`src/rtl/ctl_pkg.sv`:
```
// ----------------------------------------------------------------------------
// ctl_pkg
// Shared token kinds, error codes and item types for the configuration text
// lexer.
// ----------------------------------------------------------------------------
`timescale 1ns / 1ps
`default_nettype none

package ctl_pkg;

	localparam int WS_HOLD_DEPTH_DEF = 16;

	// Token kinds.
	localparam logic [4:0] KIND_LITERAL = 5'd0;
	localparam logic [4:0] KIND_GROUP   = 5'd1;
	localparam logic [4:0] KIND_STRING  = 5'd2;
	localparam logic [4:0] KIND_VALUE   = 5'd3;
	localparam logic [4:0] KIND_ASSIGN  = 5'd4;
	localparam logic [4:0] KIND_EQ      = 5'd5;
	localparam logic [4:0] KIND_NE      = 5'd6;
	localparam logic [4:0] KIND_LT      = 5'd7;
	localparam logic [4:0] KIND_GT      = 5'd8;
	localparam logic [4:0] KIND_LE      = 5'd9;
	localparam logic [4:0] KIND_GE      = 5'd10;
	localparam logic [4:0] KIND_NOT     = 5'd11;
	localparam logic [4:0] KIND_AND     = 5'd12;
	localparam logic [4:0] KIND_OR      = 5'd13;
	localparam logic [4:0] KIND_LBRACE  = 5'd14;
	localparam logic [4:0] KIND_RBRACE  = 5'd15;
	localparam logic [4:0] KIND_LPAREN  = 5'd16;
	localparam logic [4:0] KIND_RPAREN  = 5'd17;
	localparam logic [4:0] KIND_INCLUDE = 5'd18;
	localparam logic [4:0] KIND_IF      = 5'd19;
	localparam logic [4:0] KIND_ELSE    = 5'd20;
	localparam logic [4:0] KIND_EOF     = 5'd21;
	localparam logic [4:0] KIND_ERROR   = 5'd22;

	// Error codes.
	localparam logic [2:0] ERR_NONE        = 3'd0;
	localparam logic [2:0] ERR_UNEXPECTED  = 3'd1;
	localparam logic [2:0] ERR_EOF_GROUP   = 3'd2;
	localparam logic [2:0] ERR_EOF_STRING  = 3'd3;
	localparam logic [2:0] ERR_WS_OVERFLOW = 3'd4;

	localparam logic [7:0] CH_SPACE = 8'h20;
	localparam logic [7:0] CH_TAB   = 8'h09;

	typedef struct packed {
		logic [4:0]  kind;
		logic [7:0]  text_byte;
		logic        has_text;
		logic        token_end;
		logic [2:0]  error_code;
		logic [15:0] line;
	} item_t;

	// Up to three ordinary result items of one input transaction.
	typedef struct packed {
		item_t [2:0] item;
		logic [1:0]  n;
	} step_res_t;

endpackage

`default_nettype wire

```
`src/rtl/ctl_scan.sv`:
```
// ----------------------------------------------------------------------------
// ctl_scan
// Scanner state and the per-character step logic. On each step strobe it
// consumes one character or end-of-file mark, updates its state and returns
// the ordinary result items plus the number of held blanks to emit first.
// ----------------------------------------------------------------------------
`timescale 1ns / 1ps
`default_nettype none

module ctl_scan #(
	parameter int WS_HOLD_DEPTH = ctl_pkg::WS_HOLD_DEPTH_DEF,
	localparam int CW = $clog2(WS_HOLD_DEPTH + 1)
) (
	input  wire                   clk,
	input  wire                   arst_n,
	input  wire                   step,
	input  wire                   req_eof,
	input  wire [7:0]             in_byte,
	output ctl_pkg::step_res_t    res,
	output logic [CW-1:0]         flush_n,
	input  wire                   hs_pop,
	output logic                  hs_head
);

	typedef enum logic [3:0] {
		M_IDLE    = 4'd0,
		M_COMMENT = 4'd1,
		M_GROUP   = 4'd2,
		M_STRING  = 4'd3,
		M_STRESC  = 4'd4,
		M_OPHELD  = 4'd5,
		M_LITERAL = 4'd6,
		M_LITWS   = 4'd7,
		M_LITEQ   = 4'd8,
		M_VALLEAD = 4'd9,
		M_VALUE   = 4'd10,
		M_DEAD    = 4'd11
	} mode_t;

	typedef struct packed {
		mode_t       mode;
		logic [2:0]  op;
		logic [3:0]  kw;
		logic [15:0] lc;
		logic [15:0] tl;
	} st_t;

	typedef struct packed {
		st_t             s;
		logic            v;
		ctl_pkg::item_t  it;
	} tok_res_t;

	localparam logic [2:0] OP_NONE   = 3'd0;
	localparam logic [2:0] OP_ASSIGN = 3'd1;
	localparam logic [2:0] OP_NOT    = 3'd2;
	localparam logic [2:0] OP_LT     = 3'd3;
	localparam logic [2:0] OP_GT     = 3'd4;
	localparam logic [2:0] OP_AND    = 3'd5;
	localparam logic [2:0] OP_OR     = 3'd6;

	localparam logic [3:0] KW_NONE    = 4'd0;
	localparam logic [3:0] KW_I       = 4'd2;
	localparam logic [3:0] KW_IF      = 4'd3;
	localparam logic [3:0] KW_IN      = 4'd4;
	localparam logic [3:0] KW_INC     = 4'd5;
	localparam logic [3:0] KW_INCL    = 4'd6;
	localparam logic [3:0] KW_INCLU   = 4'd7;
	localparam logic [3:0] KW_INCLUD  = 4'd8;
	localparam logic [3:0] KW_INCLUDE = 4'd9;
	localparam logic [3:0] KW_E       = 4'd10;
	localparam logic [3:0] KW_EL      = 4'd11;
	localparam logic [3:0] KW_ELS     = 4'd12;
	localparam logic [3:0] KW_ELSE    = 4'd13;

	localparam logic [7:0] CH_NL     = 8'h0A;
	localparam logic [7:0] CH_SEMI   = 8'h3B;
	localparam logic [7:0] CH_HASH   = 8'h23;
	localparam logic [7:0] CH_LBRK   = 8'h5B;
	localparam logic [7:0] CH_RBRK   = 8'h5D;
	localparam logic [7:0] CH_QUOTE  = 8'h22;
	localparam logic [7:0] CH_BSLASH = 8'h5C;
	localparam logic [7:0] CH_LBRACE = 8'h7B;
	localparam logic [7:0] CH_RBRACE = 8'h7D;
	localparam logic [7:0] CH_LPAREN = 8'h28;
	localparam logic [7:0] CH_RPAREN = 8'h29;
	localparam logic [7:0] CH_EQ     = 8'h3D;
	localparam logic [7:0] CH_BANG   = 8'h21;
	localparam logic [7:0] CH_LT     = 8'h3C;
	localparam logic [7:0] CH_GT     = 8'h3E;
	localparam logic [7:0] CH_AMP    = 8'h26;
	localparam logic [7:0] CH_PIPE   = 8'h7C;
	localparam logic [7:0] CH_UNDER  = 8'h5F;
	localparam logic [7:0] CH_DOT    = 8'h2E;

	st_t                     st_q, st_d;
	logic [CW-1:0]           hsc_q, hsc_d;
	logic                    push_en;
	logic                    push_bit;
	logic [WS_HOLD_DEPTH-1:0] hs_q;

	function automatic logic is_lit(input logic [7:0] c);
		return (c >= 8'h30 && c <= 8'h39) || (c >= 8'h61 && c <= 8'h7A) ||
		       (c >= 8'h41 && c <= 8'h5A) || c == CH_UNDER || c == CH_DOT;
	endfunction

	function automatic logic is_blank(input logic [7:0] c);
		return c == ctl_pkg::CH_SPACE || c == ctl_pkg::CH_TAB;
	endfunction

	function automatic logic [7:0] op_char(input logic [2:0] op);
		logic [7:0] r;
		case (op)
			OP_ASSIGN: r = CH_EQ;
			OP_NOT:    r = CH_BANG;
			OP_LT:     r = CH_LT;
			OP_GT:     r = CH_GT;
			OP_AND:    r = CH_AMP;
			OP_OR:     r = CH_PIPE;
			default:   r = 8'h00;
		endcase
		return r;
	endfunction

	function automatic logic [4:0] op_single(input logic [2:0] op);
		logic [4:0] r;
		case (op)
			OP_ASSIGN: r = ctl_pkg::KIND_ASSIGN;
			OP_NOT:    r = ctl_pkg::KIND_NOT;
			OP_LT:     r = ctl_pkg::KIND_LT;
			OP_GT:     r = ctl_pkg::KIND_GT;
			default:   r = ctl_pkg::KIND_LITERAL;
		endcase
		return r;
	endfunction

	function automatic logic [4:0] op_double(input logic [2:0] op);
		logic [4:0] r;
		case (op)
			OP_ASSIGN: r = ctl_pkg::KIND_EQ;
			OP_NOT:    r = ctl_pkg::KIND_NE;
			OP_LT:     r = ctl_pkg::KIND_LE;
			OP_GT:     r = ctl_pkg::KIND_GE;
			OP_AND:    r = ctl_pkg::KIND_AND;
			OP_OR:     r = ctl_pkg::KIND_OR;
			default:   r = ctl_pkg::KIND_LITERAL;
		endcase
		return r;
	endfunction

	function automatic logic [2:0] op_of(input logic [7:0] c);
		logic [2:0] r;
		case (c)
			CH_EQ:   r = OP_ASSIGN;
			CH_BANG: r = OP_NOT;
			CH_LT:   r = OP_LT;
			CH_GT:   r = OP_GT;
			CH_AMP:  r = OP_AND;
			CH_PIPE: r = OP_OR;
			default: r = OP_NONE;
		endcase
		return r;
	endfunction

	// Tracks a literal against the prefixes of if, include and else.
	function automatic logic [3:0] kw_next(input logic [3:0] s, input logic [7:0] c);
		logic [3:0] r;
		r = KW_NONE;
		case (s)
			KW_I:      r = (c == 8'h66) ? KW_IF : ((c == 8'h6E) ? KW_IN : KW_NONE);
			KW_IN:     r = (c == 8'h63) ? KW_INC : KW_NONE;
			KW_INC:    r = (c == 8'h6C) ? KW_INCL : KW_NONE;
			KW_INCL:   r = (c == 8'h75) ? KW_INCLU : KW_NONE;
			KW_INCLU:  r = (c == 8'h64) ? KW_INCLUD : KW_NONE;
			KW_INCLUD: r = (c == 8'h65) ? KW_INCLUDE : KW_NONE;
			KW_E:      r = (c == 8'h6C) ? KW_EL : KW_NONE;
			KW_EL:     r = (c == 8'h73) ? KW_ELS : KW_NONE;
			KW_ELS:    r = (c == 8'h65) ? KW_ELSE : KW_NONE;
			default:   r = KW_NONE;
		endcase
		return r;
	endfunction

	function automatic logic [4:0] kw_kind(input logic [3:0] s);
		logic [4:0] r;
		case (s)
			KW_INCLUDE: r = ctl_pkg::KIND_INCLUDE;
			KW_IF:      r = ctl_pkg::KIND_IF;
			KW_ELSE:    r = ctl_pkg::KIND_ELSE;
			default:    r = ctl_pkg::KIND_LITERAL;
		endcase
		return r;
	endfunction

	function automatic ctl_pkg::item_t mk(input logic [4:0] kind, input logic [7:0] txt,
			input logic has, input logic fin, input logic [2:0] err,
			input logic [15:0] line);
		ctl_pkg::item_t it;
		it.kind       = kind;
		it.text_byte  = txt;
		it.has_text   = has;
		it.token_end  = fin;
		it.error_code = err;
		it.line       = line;
		return it;
	endfunction

	function automatic ctl_pkg::step_res_t add(input ctl_pkg::step_res_t r,
			input ctl_pkg::item_t it);
		ctl_pkg::step_res_t o;
		o = r;
		o.item[r.n] = it;
		o.n = r.n + 2'd1;
		return o;
	endfunction

	function automatic st_t next_line(input st_t s);
		st_t o;
		o = s;
		if (s.lc != 16'hFFFF)
			o.lc = s.lc + 16'd1;
		return o;
	endfunction

	// Starts a new token from the idle state; emits at most one item.
	function automatic tok_res_t start_tok(input st_t s_in, input logic [7:0] c);
		tok_res_t t;
		logic [2:0] op;
		t    = '0;
		t.s  = s_in;
		t.s.tl = s_in.lc;
		op   = op_of(c);
		if (c == CH_SEMI || c == CH_HASH) begin
			t.s.mode = M_COMMENT;
		end else if (is_blank(c)) begin
			t.v = 1'b0;
		end else if (c == CH_NL) begin
			t.s = next_line(t.s);
		end else if (c == CH_LBRK) begin
			t.s.mode = M_GROUP;
		end else if (c == CH_QUOTE) begin
			t.s.mode = M_STRING;
		end else if (c == CH_LBRACE || c == CH_RBRACE || c == CH_LPAREN || c == CH_RPAREN) begin
			t.v = 1'b1;
			t.it = mk((c == CH_LBRACE) ? ctl_pkg::KIND_LBRACE :
			          (c == CH_RBRACE) ? ctl_pkg::KIND_RBRACE :
			          (c == CH_LPAREN) ? ctl_pkg::KIND_LPAREN : ctl_pkg::KIND_RPAREN,
			          8'h00, 1'b0, 1'b1, ctl_pkg::ERR_NONE, t.s.tl);
		end else if (op != OP_NONE) begin
			t.s.op   = op;
			t.s.mode = M_OPHELD;
		end else if (is_lit(c)) begin
			t.s.kw   = (c == 8'h69) ? KW_I : ((c == 8'h65) ? KW_E : KW_NONE);
			t.s.mode = M_LITERAL;
			t.v  = 1'b1;
			t.it = mk(ctl_pkg::KIND_LITERAL, c, 1'b1, 1'b0, ctl_pkg::ERR_NONE, t.s.tl);
		end else begin
			t.v  = 1'b1;
			t.it = mk(ctl_pkg::KIND_ERROR, c, 1'b0, 1'b1, ctl_pkg::ERR_UNEXPECTED, t.s.tl);
			t.s.mode = M_DEAD;
		end
		return t;
	endfunction

	always_comb begin
		st_t                s;
		ctl_pkg::step_res_t r;
		tok_res_t           t;
		logic [7:0]         c;
		logic [2:0]         op;
		logic [CW-1:0]      fl;
		s        = st_q;
		r        = '0;
		t        = '0;
		c        = in_byte;
		op       = (st_q.op <= OP_OR) ? st_q.op : OP_NONE;
		fl       = '0;
		hsc_d    = hsc_q;
		push_en  = 1'b0;
		push_bit = 1'b0;
		if (req_eof) begin
			case (s.mode)
				M_GROUP: r = add(r, mk(ctl_pkg::KIND_ERROR, 8'h00, 1'b0, 1'b1,
				                       ctl_pkg::ERR_EOF_GROUP, s.tl));
				M_STRING: r = add(r, mk(ctl_pkg::KIND_ERROR, 8'h00, 1'b0, 1'b1,
				                        ctl_pkg::ERR_EOF_STRING, s.tl));
				M_STRESC: r = add(r, mk(ctl_pkg::KIND_STRING, 8'h00, 1'b0, 1'b1,
				                        ctl_pkg::ERR_NONE, s.tl));
				M_OPHELD: begin
					if (op == OP_AND || op == OP_OR)
						r = add(r, mk(ctl_pkg::KIND_ERROR, op_char(op), 1'b0, 1'b1,
						              ctl_pkg::ERR_UNEXPECTED, s.tl));
					else if (op != OP_NONE)
						r = add(r, mk(op_single(op), 8'h00, 1'b0, 1'b1,
						              ctl_pkg::ERR_NONE, s.tl));
				end
				M_LITERAL: r = add(r, mk(kw_kind(s.kw), 8'h00, 1'b0, 1'b1,
				                         ctl_pkg::ERR_NONE, s.tl));
				M_LITEQ: begin
					r = add(r, mk(ctl_pkg::KIND_ASSIGN, 8'h00, 1'b0, 1'b1,
					              ctl_pkg::ERR_NONE, s.tl));
					r = add(r, mk(ctl_pkg::KIND_VALUE, 8'h00, 1'b0, 1'b1,
					              ctl_pkg::ERR_NONE, s.tl));
				end
				M_VALLEAD, M_VALUE: r = add(r, mk(ctl_pkg::KIND_VALUE, 8'h00, 1'b0, 1'b1,
				                                  ctl_pkg::ERR_NONE, s.tl));
				default: ;
			endcase
			r = add(r, mk(ctl_pkg::KIND_EOF, 8'h00, 1'b0, 1'b1, ctl_pkg::ERR_NONE, s.lc));
			// Back to the reset state for the next file.
			s     = '0;
			hsc_d = '0;
		end else begin
			case (s.mode)
				M_IDLE: begin
					t = start_tok(s, c);
					s = t.s;
					if (t.v)
						r = add(r, t.it);
				end
				M_COMMENT: begin
					if (c == CH_NL) begin
						s = next_line(s);
						s.mode = M_IDLE;
					end
				end
				M_GROUP: begin
					if (c == CH_RBRK) begin
						r = add(r, mk(ctl_pkg::KIND_GROUP, 8'h00, 1'b0, 1'b1,
						              ctl_pkg::ERR_NONE, s.tl));
						s.mode = M_IDLE;
					end else begin
						r = add(r, mk(ctl_pkg::KIND_GROUP, c, 1'b1, 1'b0,
						              ctl_pkg::ERR_NONE, s.tl));
						if (c == CH_NL)
							s = next_line(s);
					end
				end
				M_STRING: begin
					if (c == CH_BSLASH) begin
						s.mode = M_STRESC;
					end else if (c == CH_QUOTE) begin
						r = add(r, mk(ctl_pkg::KIND_STRING, 8'h00, 1'b0, 1'b1,
						              ctl_pkg::ERR_NONE, s.tl));
						s.mode = M_IDLE;
					end else begin
						r = add(r, mk(ctl_pkg::KIND_STRING, c, 1'b1, 1'b0,
						              ctl_pkg::ERR_NONE, s.tl));
						if (c == CH_NL)
							s = next_line(s);
					end
				end
				M_STRESC: begin
					if (c == CH_QUOTE) begin
						r = add(r, mk(ctl_pkg::KIND_STRING, c, 1'b1, 1'b0,
						              ctl_pkg::ERR_NONE, s.tl));
						s.mode = M_STRING;
					end else begin
						// The backslash is dropped and the byte starts a new token.
						r = add(r, mk(ctl_pkg::KIND_STRING, 8'h00, 1'b0, 1'b1,
						              ctl_pkg::ERR_NONE, s.tl));
						s.mode = M_IDLE;
						t = start_tok(s, c);
						s = t.s;
						if (t.v)
							r = add(r, t.it);
					end
				end
				M_OPHELD: begin
					s.op = OP_NONE;
					if (op == OP_NONE) begin
						s.mode = M_IDLE;
						t = start_tok(s, c);
						s = t.s;
						if (t.v)
							r = add(r, t.it);
					end else if (c == ((op >= OP_AND) ? op_char(op) : CH_EQ)) begin
						r = add(r, mk(op_double(op), 8'h00, 1'b0, 1'b1,
						              ctl_pkg::ERR_NONE, s.tl));
						s.mode = M_IDLE;
					end else if (op >= OP_AND) begin
						r = add(r, mk(ctl_pkg::KIND_ERROR, op_char(op), 1'b0, 1'b1,
						              ctl_pkg::ERR_UNEXPECTED, s.tl));
						s.mode = M_DEAD;
					end else begin
						r = add(r, mk(op_single(op), 8'h00, 1'b0, 1'b1,
						              ctl_pkg::ERR_NONE, s.tl));
						s.mode = M_IDLE;
						t = start_tok(s, c);
						s = t.s;
						if (t.v)
							r = add(r, t.it);
					end
				end
				M_LITERAL, M_LITWS: begin
					if (s.mode == M_LITERAL && is_lit(c)) begin
						s.kw = kw_next(s.kw, c);
						r = add(r, mk(ctl_pkg::KIND_LITERAL, c, 1'b1, 1'b0,
						              ctl_pkg::ERR_NONE, s.tl));
					end else begin
						if (s.mode == M_LITERAL) begin
							r = add(r, mk(kw_kind(s.kw), 8'h00, 1'b0, 1'b1,
							              ctl_pkg::ERR_NONE, s.tl));
							s.kw   = KW_NONE;
							s.mode = M_LITWS;
						end
						if (c == CH_EQ) begin
							s.mode = M_LITEQ;
						end else if (!is_blank(c)) begin
							s.mode = M_IDLE;
							t = start_tok(s, c);
							s = t.s;
							if (t.v)
								r = add(r, t.it);
						end
					end
				end
				M_LITEQ, M_VALLEAD: begin
					if (s.mode == M_LITEQ && c == CH_EQ) begin
						r = add(r, mk(ctl_pkg::KIND_EQ, 8'h00, 1'b0, 1'b1,
						              ctl_pkg::ERR_NONE, s.tl));
						s.mode = M_IDLE;
					end else begin
						if (s.mode == M_LITEQ) begin
							r = add(r, mk(ctl_pkg::KIND_ASSIGN, 8'h00, 1'b0, 1'b1,
							              ctl_pkg::ERR_NONE, s.tl));
							s.mode = M_VALLEAD;
						end
						if (c == CH_NL) begin
							r = add(r, mk(ctl_pkg::KIND_VALUE, 8'h00, 1'b0, 1'b1,
							              ctl_pkg::ERR_NONE, s.tl));
							s.mode = M_IDLE;
							s = next_line(s);
						end else if (!is_blank(c)) begin
							hsc_d  = '0;
							s.mode = M_VALUE;
							r = add(r, mk(ctl_pkg::KIND_VALUE, c, 1'b1, 1'b0,
							              ctl_pkg::ERR_NONE, s.tl));
						end
					end
				end
				M_VALUE: begin
					if (c == CH_NL) begin
						r = add(r, mk(ctl_pkg::KIND_VALUE, 8'h00, 1'b0, 1'b1,
						              ctl_pkg::ERR_NONE, s.tl));
						hsc_d  = '0;
						s.mode = M_IDLE;
						s = next_line(s);
					end else if (is_blank(c)) begin
						if (hsc_q >= CW'(WS_HOLD_DEPTH)) begin
							hsc_d = '0;
							r = add(r, mk(ctl_pkg::KIND_ERROR, 8'h00, 1'b0, 1'b1,
							              ctl_pkg::ERR_WS_OVERFLOW, s.tl));
							s.mode = M_DEAD;
						end else begin
							push_en  = 1'b1;
							push_bit = (c == ctl_pkg::CH_TAB);
							hsc_d    = hsc_q + CW'(1);
						end
					end else begin
						// Held blanks go out ahead of this character.
						fl    = hsc_q;
						hsc_d = '0;
						r = add(r, mk(ctl_pkg::KIND_VALUE, c, 1'b1, 1'b0,
						              ctl_pkg::ERR_NONE, s.tl));
					end
				end
				default: begin
					if (c == CH_NL)
						s = next_line(s);
				end
			endcase
		end
		st_d    = s;
		res     = r;
		flush_n = fl;
	end

	always_ff @(posedge clk or negedge arst_n) begin
		if (!arst_n) begin
			st_q  <= '0;
			hsc_q <= '0;
		end else if (step) begin
			st_q  <= st_d;
			hsc_q <= hsc_d;
		end
	end

	// Held blank kinds (1 = tab), drained from bit 0 while they are emitted.
	always_ff @(posedge clk) begin
		if (hs_pop) begin
			hs_q <= hs_q >> 1;
		end else if (step && push_en) begin
			for (int i = 0; i < WS_HOLD_DEPTH; i++) begin
				if (hsc_q == CW'(i))
					hs_q[i] <= push_bit;
			end
		end
	end

	assign hs_head = hs_q[0];

endmodule

`default_nettype wire

```
`src/rtl/config_text_lexer.sv`:
```
// ----------------------------------------------------------------------------
// config_text_lexer
// Streaming tokenizer for configuration text.
//
// The slave channel takes one transaction per character: s_tdata holds the
// byte and s_tuser set marks end of file (s_tdata is then ignored). The master
// channel gives token items: text tokens give one item per character and a
// closing item, fixed tokens a closing item only. m_tlast marks the last item
// caused by one input transaction; many characters cause no item at all.
// An accepted character is held in an input register and is scanned once the
// result buffer is free; its items are registered in the result buffer and
// offered on the master side from there. Plain text runs at one character
// per cycle while m_tready stays high. A character with more items, or a value
// character that releases held blanks, holds the result buffer until the
// blanks and then its items are delivered; the input side stalls meanwhile.
// The input is taken while the last pending item is being delivered, so a
// stalled receiver blocks input only once the single input register is full.
// Reset empties both registers and returns the scanner to the start of a file.
// ----------------------------------------------------------------------------
`timescale 1ns / 1ps
`default_nettype none

module config_text_lexer #(
	parameter int WS_HOLD_DEPTH = ctl_pkg::WS_HOLD_DEPTH_DEF
) (
	input  wire         clk,
	input  wire         arst_n,
	input  wire         s_tvalid,
	output logic        s_tready,
	input  wire  [7:0]  s_tdata,   // [7:0] in_byte
	input  wire  [0:0]  s_tuser,   // [0] req_type
	output logic        m_tvalid,
	input  wire         m_tready,
	output logic [31:0] m_tdata,   // [7:0] text_byte, [10:8] error_code, [26:11] line
	output logic [6:0]  m_tuser,   // [4:0] kind, [5] has_text, [6] token_end
	output logic        m_tlast
);

	localparam int CW = $clog2(WS_HOLD_DEPTH + 1);

	logic               in_valid_s1;
	logic               in_eof_s1;
	logic [7:0]         in_byte_s1;

	ctl_pkg::step_res_t res;
	logic [CW-1:0]      flush_n;
	logic               hs_head;
	logic               hs_pop;

	ctl_pkg::step_res_t res_q;
	logic [1:0]         pos_q;
	logic [CW-1:0]      fl_left_q;

	ctl_pkg::item_t     head;
	logic               busy;
	logic               out_last;
	logic               pop;
	logic               free;
	logic               step;

	ctl_scan #(
		.WS_HOLD_DEPTH (WS_HOLD_DEPTH)
	) u_scan (
		.clk     (clk),
		.arst_n  (arst_n),
		.step    (step),
		.req_eof (in_eof_s1),
		.in_byte (in_byte_s1),
		.res     (res),
		.flush_n (flush_n),
		.hs_pop  (hs_pop),
		.hs_head (hs_head)
	);

	assign busy     = (fl_left_q != '0) || (pos_q != res_q.n);
	assign out_last = (fl_left_q == '0) && (2'(pos_q + 2'd1) == res_q.n);
	assign pop      = busy && m_tready;
	assign free     = !busy || (pop && out_last);
	assign step     = in_valid_s1 && free;
	assign s_tready = !in_valid_s1 || step;
	assign hs_pop   = pop && (fl_left_q != '0);

	always_comb begin
		if (fl_left_q != '0) begin
			head.kind       = ctl_pkg::KIND_VALUE;
			head.text_byte  = hs_head ? ctl_pkg::CH_TAB : ctl_pkg::CH_SPACE;
			head.has_text   = 1'b1;
			head.token_end  = 1'b0;
			head.error_code = ctl_pkg::ERR_NONE;
			head.line       = res_q.item[0].line;
		end else begin
			case (pos_q)
				2'd0:    head = res_q.item[0];
				2'd1:    head = res_q.item[1];
				2'd2:    head = res_q.item[2];
				default: head = '0;
			endcase
		end
	end

	assign m_tvalid = busy;
	assign m_tdata  = {5'd0, head.line, head.error_code, head.text_byte};
	assign m_tuser  = {head.token_end, head.has_text, head.kind};
	assign m_tlast  = out_last;

	always_ff @(posedge clk or negedge arst_n) begin
		if (!arst_n) begin
			in_valid_s1 <= 1'b0;
		end else if (s_tready) begin
			in_valid_s1 <= s_tvalid;
		end
	end

	always_ff @(posedge clk) begin
		if (s_tvalid && s_tready) begin
			in_eof_s1  <= s_tuser[0];
			in_byte_s1 <= s_tdata;
		end
	end

	always_ff @(posedge clk or negedge arst_n) begin
		if (!arst_n) begin
			res_q     <= '0;
			pos_q     <= '0;
			fl_left_q <= '0;
		end else if (step) begin
			res_q     <= res;
			pos_q     <= '0;
			fl_left_q <= flush_n;
		end else if (pop) begin
			if (fl_left_q != '0)
				fl_left_q <= fl_left_q - CW'(1);
			else
				pos_q <= pos_q + 2'd1;
		end
	end

endmodule

`default_nettype wire
```
`config.mk`:
```
export PLATFORM = sky130hd
export DESIGN_NAME = config_text_lexer
export DESIGN_NICKNAME = d
export VERILOG_FILES = /design/src/rtl/ctl_pkg.sv /design/src/rtl/ctl_scan.sv /design/src/rtl/config_text_lexer.sv
export SDC_FILE = /design/constraint.sdc
export NUM_CORES = 1
export LEC_CHECK = 0
export ABC_CLOCK_PERIOD_IN_PS = 4200
export BUFFER_PORTS_ARGS = -buffer_cell sky130_fd_sc_hd__buf_2
export CAP_MARGIN = 20
export CORE_MARGIN = 5
export CORE_UTILIZATION = 59
export DETAILED_ROUTE_END_ITERATION = 7
export GPL_ROUTABILITY_DRIVEN = 1
export GPL_TIMING_DRIVEN = 0
export PLACE_DENSITY = 0.81
export SETUP_SLACK_MARGIN = 0.02
export SLEW_MARGIN = 20
export SYNTH_ARGS = -nofsm -noshare
export SYNTH_HDL_FRONTEND = slang
export SYNTH_SLANG_ARGS = --single-unit
```
`constraint.sdc`:
```
create_clock -name clk -period 4.2 [get_ports clk]
set_input_delay 0.42 -clock clk [delete_from_list [all_inputs] [get_ports clk]]
set_output_delay 0.42 -clock clk [all_outputs]
set_load 0.03 [all_outputs]
```
### After elaboration in Yosys (flattened, before gate mapping)

Cells that the tools add are included.
Widths: inputs -> output; s select.

* order comparisons: 15
* shift operators: 0
* divide/modulo/power cells: 0
* bitwise logic cells: 0
* muxes and demuxes: 297
* $add $sub $neg: 7
* equal/unequal tests: 130
* multipliers: 0
* reductions and logical operators: 88

Operators by type and width (number)
* $mux 104: 22
* $mux 74: 23
* $mux 35: 24
* $pmux 104 s8: 1
* $pmux 104 s7: 1
* $bwmux 102: 4
* $pmux 43 s9: 1
* $mux 43: 8
* $mux 34: 10
* $mux 39: 8
* $mux 4: 55
* $mux 36: 6
* $mux 11: 19
* $demux 34 s2: 3
* $mux 70: 2
* $eq 8x7->1 const B: 16
* $mux 32: 4
* $ne 3x3->1 const B: 34
* $pmux 34 s3: 1
* $eq 8x6->1 const B: 12
* $mux 3: 28
* $mux 5: 16
* $mux 7: 10
* $mux 31: 2
* other kinds (71): 227

* bits in latches: 0
* bits of input ports: 13
* flip-flop bits (word level): 185
* memory bits (writable): 0
* memory bits (read-only): 0
* memories kept: 0
* logic and storage cells: 583

### Depth between registers and ports, before layout

* depth in word-level cells: 38
* gate-level depth with buffers: 15
* depth with buffers taken out: 14

### Cells and area by module

From an unflattened synthesis, not the netlist that was laid out.

* cells, all modules: 1441
* area total of the unflattened synthesis: 13202.7 µm²

Modules (own cells, without submodules)
* ctl_scan: sequential area each 1671.6 µm², cells each 1044, area each 7688.6 µm², times used 1
* config_text_lexer: sequential area each 3072.9 µm², cells each 397, area each 5514.0 µm², times used 1

### Worst setup path after synthesis

OpenSTA, ideal clock, no wires.

* path type: flip-flop to flip-flop
* from: reg u_scan.st_q[38] (netlist bit)
* to: reg res_q[27] (netlist bit)
* arrival time: 2.858 ns
* setup slack: 1.275 ns
* clock period less this slack: 2.925 ns
* buffers on the path: 1
* stages on the path, launching flop included: 14
* path through: dfrtp_1 > clkbuf_1 > and3_1 > nor3_1 > nor3_1 > o21a_1 > ha_1 > inv_1 > nand2_1 > nor4b_1 > and2_1 > a31oi_1 > nor4_1 > a221o_1

* cells in the longest elaborated chain, start to end: 13
* elaborated cells between the ends (all ways): 33

Ends and longest elaborated chain
* start, declared: RTL line ctl_scan.sv:96 `st_t st_q, st_d;`
* start signal, assigned: RTL line ctl_scan.sv:484 `st_q <= st_d;`
* $le 3x3->1: RTL line ctl_scan.sv:276 `op = (st_q.op <= OP_OR) ? st_q.op : OP_NONE;`
* $mux 3 (*): RTL line ctl_scan.sv:276
* $eq 3x3->1, or another cell as far along: RTL line ctl_scan.sv:113, ctl_scan.sv:290
* $pmux 7 s6, or another cell as far along: RTL line ctl_scan.sv:113 `case (op)`
* $mux 8 or $mux 104 (tied branches): RTL line ctl_scan.sv:371, ctl_scan.sv:290
* $mux 8 or $pmux 104 s7 (tied branches): RTL line ctl_scan.sv:314, ctl_scan.sv:282
* $mux 8 or $mux 104 (tied branches): RTL line ctl_scan.sv:281 `if (req_eof) begin`
* $mux 8, or another cell as far along: RTL line ctl_scan.sv:377 `end else if (c == ((op >= OP_AND) ? op_char(op) : CH_EQ)) begin`
* $eq 8x8->1 or $logic_and 1x1->1 (tied branches): RTL line ctl_scan.sv:377, ctl_scan.sv:212
* $mux 104 or $mux 34 (tied branches): RTL line ctl_scan.sv:377, ctl_scan.sv:212
* $mux 104 or $demux 34 s2 (tied branches)
* $pmux 104 s8 or $bwmux 102 (tied branches): RTL line ctl_scan.sv:314, ctl_scan.sv:212
* $mux 104 (*): RTL line ctl_scan.sv:281
* end signal, assigned: RTL line config_text_lexer.sv:127 `res_q <= res;`
* end, declared: RTL line config_text_lexer.sv:50 `ctl_pkg::step_res_t res_q;`

Mark *: on every way between the ends. The rest lies on a longest branch, timed or not. The select of a mux whose other input is x is not followed.
A chain may end at the register's enable or synchronous reset.

### Final worst setup path

* from: reg u_scan.st_q[42] (netlist bit)
* to: reg res_q[15] (netlist bit)

* cells in the longest elaborated chain, start to end: 16
* elaborated cells between the ends (all ways): 53

Ends and longest elaborated chain
* $eq 4x3->1
* $mux 36: RTL line ctl_scan.sv:401 `if (s.mode == M_LITERAL) begin`
* $mux 104: RTL line ctl_scan.sv:396 `if (s.mode == M_LITERAL && is_lit(c)) begin`
* $mux 104: RTL line ctl_scan.sv:314 `case (s.mode)`
* $mux 104: RTL line ctl_scan.sv:281
* $lt 2x3->1 (implied by the code) or $ge 2x1->1 (tied branches): RTL line ctl_scan.sv:212 `o.item[r.n] = it;`
* $logic_and 1x1->1 (implied by the code): RTL line ctl_scan.sv:212
* $mux 34 (implied by the code): RTL line ctl_scan.sv:212
* $demux 34 s2
* $bwmux 102: RTL line ctl_scan.sv:212
* $mux 104: RTL line ctl_scan.sv:413 `if (t.v)`
* $mux 104: RTL line ctl_scan.sv:409 `end else if (!is_blank(c)) begin`
* $mux 104: RTL line ctl_scan.sv:407 `if (c == CH_EQ) begin`
* $mux 104: RTL line ctl_scan.sv:396
* $pmux 104 s8: RTL line ctl_scan.sv:314
* $mux 104 (*): RTL line ctl_scan.sv:281

Marked as above.

==> impl_metrics.py <==
metrics = {
    "detailed_routing": {
        "drcViolationCount": 0,
        "drt_iter0_markers": 2189,
        "dr_total_vias": 13290,
        "final_antenna_net_count": 0,
        "wire_per_inst_um": 25.48,
        "firstDrtPassIters": 7,
        "vias_per_cell": 7.197,
        "wl_um": 47050,
    },
    "logic_synthesis": {
        "synth-main-ff-cell": "dfrtp_1",
        "yosys-top-cells-count": "234 x nand2_1, 141 x dfrtp_1, 126 x o21ai_0",
        "synth_top_area_share_pct": 29.60,
        "synth-edff-count": 24,
        "synth_cell_types": 98,
        "synthesis.area_mm2": 0.01192,
        "avgSynthCellArea_um2": 8.005,
        "synth_most_common_cell": "nand2_1",
        "synth.largest_area_cell": "dfrtp_1",
        "synth_top_cells_by_area": "dfrtp_1 30%, nand2_1 7.4%, edfxtp_1 6.0%, o21ai_0 5.3%, nor2_1 3.9%",
        "ys_ff_latch": 166,
        "ys_seq_area_share_pct": 35.81,
        "async_reset_ff_share_pct": 84.94,
        "syn-instance-count": 1489,
        "yosysWarnings": 0,
    },
    "critical_path": {
        "start_kind": "flop",
        "cp_common_cell": "clkbuf_1",
        "critical-path-slowest-cell": "nand2_1",
        "cpPeakStageDelay_ns": 0.54,
        "crit_family": "simple AND/OR/NAND/NOR gates",
        "critical_path_required_ns": 4.56,
        "cp_cell_sequence": "buf_2, nor2b_1, nand2_1, inv_1, nor3_1, o21a_1, ha_1, clkbuf_1, nor2_1, clkbuf_1, a22o_1, a22oi_1, o21ai_0",
        "crit_buf_inv": 4,
        "cp_max_fo": 10,
        "cp-end-kind": "flop",
        "crit_type": "flop to flop",
        "r2r_setup_slack_ns": 0.05,
        "critPathArrivalTime_ns": 4.51,
    },
    "power": {
        "leakage_nw": 5.459,
        "power.total_mw": 7.687,
        "irDropWorstVdd_v": 0.0002993,
        "power.density_mw_per_mm2": 583.3,
    },
    "place": {
        "numPortBuffers": 48,
        "dpl.cell_count": 1813,
        "pre_cts_slack_ns": 0.05700,
        "hpwl_um": 35490,
        "place_congestion": 1.086,
        "dpl-instance-area_mm2": 0.01257,
    },
    "sta": {
        "slew_viol_final": 0,
        "setup_slack_ns": 0.05195,
        "period_needed_ns": 4.148,
        "maxSlewHeadroom_pct": 18.56,
        "clock_skew_ns": 0.01421,
        "setup_viol": 0,
        "rsz0062_at_grt": "false",
        "maxClockFrequency_mhz": 241.1,
        "hold_viol": 0,
        "max_slew.worst_pin.slew_ns": 1.217,
        "hold_slack_ns": 0.1480,
        "period_share_pct": 98.76,
        "tns_ns": 0,
    },
    "clock_network": {
        "post_cts_buffers": 0,
        "cts_tree": "built",
        "path_clk_slew_ns": 0.07,
        "htree_levels": 4,
        "numCtsBuffers": 17,
        "cts_root_buf": "clkbuf_16",
        "clock-sinks": 166,
        "clock_latency_ns": 0.45,
        "ctsLongestPathBuffers": 2,
    },
    "global_routing": {
        "grt_antenna_before_repair": 0,
        "grt_pass1_wl_um": 73160,
        "grt_max_degree": 80,
        "globalRouteTotalUtil_pct": 39.67,
        "grt_pass1_vias": 12490,
        "grt_overflow": 0,
    },
    "cells_and_area": {
        "fin_area_mm2": 0.01318,
        "antennaDiodeCount": 0,
        "post-route-util_pct": 65.77,
        "syn_to_final_growth_pct": 10.56,
        "drive_above_1_share_pct": 9.772,
        "nNetsFinal": 1595,
        "final_cells": 1846,
    },
    "die": {
        "die_y_um": 152.1,
        "core_mm2": 0.02004,
        "initial_utilization_pct": 59.48,
        "die_width_um": 152.1,
        "rows": 52,
        "num_io_pins": 55,
        "dieArea_mm2": 0.02315,
    },
    "flow_run": {
        "cap_violations": 0,
    },
    "outcome": {
        "status": "complete, no violations",
    },
    "min_path": {
        "worstHoldPathType": "input port to flop",
    },
}
==> what timing repair did <==
action                                  CTS  global route
hold buffers                              1             0
endpoints found under the hold margin    62             0
resized for setup                         0             3
endpoints found under the setup margin    0            17
==> cell type report <==
cell class              count  area (um2)
well taps                 270       337.8
multi-input cells        1166        7005
clock inverters            15       153.9
plain buffers             135       596.8
flip-flops and latches    166        4269
inverters                  26       97.59
clock buffers              17       425.4
repair buffers             51       292.8
fillers                  1767        6860
==> layout by cell type (no fill, tap or decap), drive strengths merged, types with 41 or more instances in the layout <==
cell / n
a21oi: 81
a22o: 41
a22oi: 57
buf: 93
clkbuf: 109
dfrtp: 141
nand2: 237
nand3: 49
nor2: 125
o21ai: 140
==> report_power, final <==
part	switching (mW)	leakage (nW)	internal, mW	total [mW]
sequential	0.277	2.13	2.00	2.28
clock	0.787	0.277	0.793	1.58
combinational	2.71	3.05	1.11	3.83
==> per-layer routing <==
layer / track usage, % / vias to the layer above / wire, um
met5: 0 / - / 0
met4: 16.74 / 0 / 2496
met3: 9.287 / 223 / 6180
met2: 58.95 / 1124 / 20050
met1: 55.90 / 6227 / 18320
li1: - / 5712 / -
==> state kept, by name (all words and copies together), names as in the netlist <==
name and flops:
fl_left_q 5, in_byte_s1 8, in_eof_s1 1, in_valid_s1 1, pos_q 2, res_q 85
u_scan.hs_q 16, u_scan.hsc_q 5, u_scan.st_q 43
==> cells by family (layout without fill, tap and decap cells) <==
family	after synthesis	in the layout	share of synthesized area, %
AND/OR/NAND/NOR	600	600	24.61
AO/OA/AOI/OAI	523	523	30.23
flip-flops	166	166	35.81
buffers and inverters	161	244	5.825
adder cells (fa/ha/maj)	20	20	2.078
XOR/XNOR	12	12	0.8817
multiplexers	6	6	0.5248
other	1	5	0.03146
==> worst paths after layout <==
check	start	end	cells after the start
worst min-delay path	s_tdata[7]	in_byte_s1[7]$_DFFE_PP_	1
min in group asynchronous	arst_n	res_q[46]$_DFFE_PN0P_	2
worst max register to register	u_scan.st_q[42]$_DFFE_PN0P_	res_q[15]$_DFFE_PN0P_	13
worst max-delay path	u_scan.st_q[42]$_DFFE_PN0P_	res_q[15]$_DFFE_PN0P_	13
max in group asynchronous	arst_n	u_scan.st_q[36]$_DFFE_PN0P_	3
worst min register to register	res_q[69]$_DFFE_PN0P_	res_q[69]$_DFFE_PN0P_	2
Power figures use the tool's default switching activity.
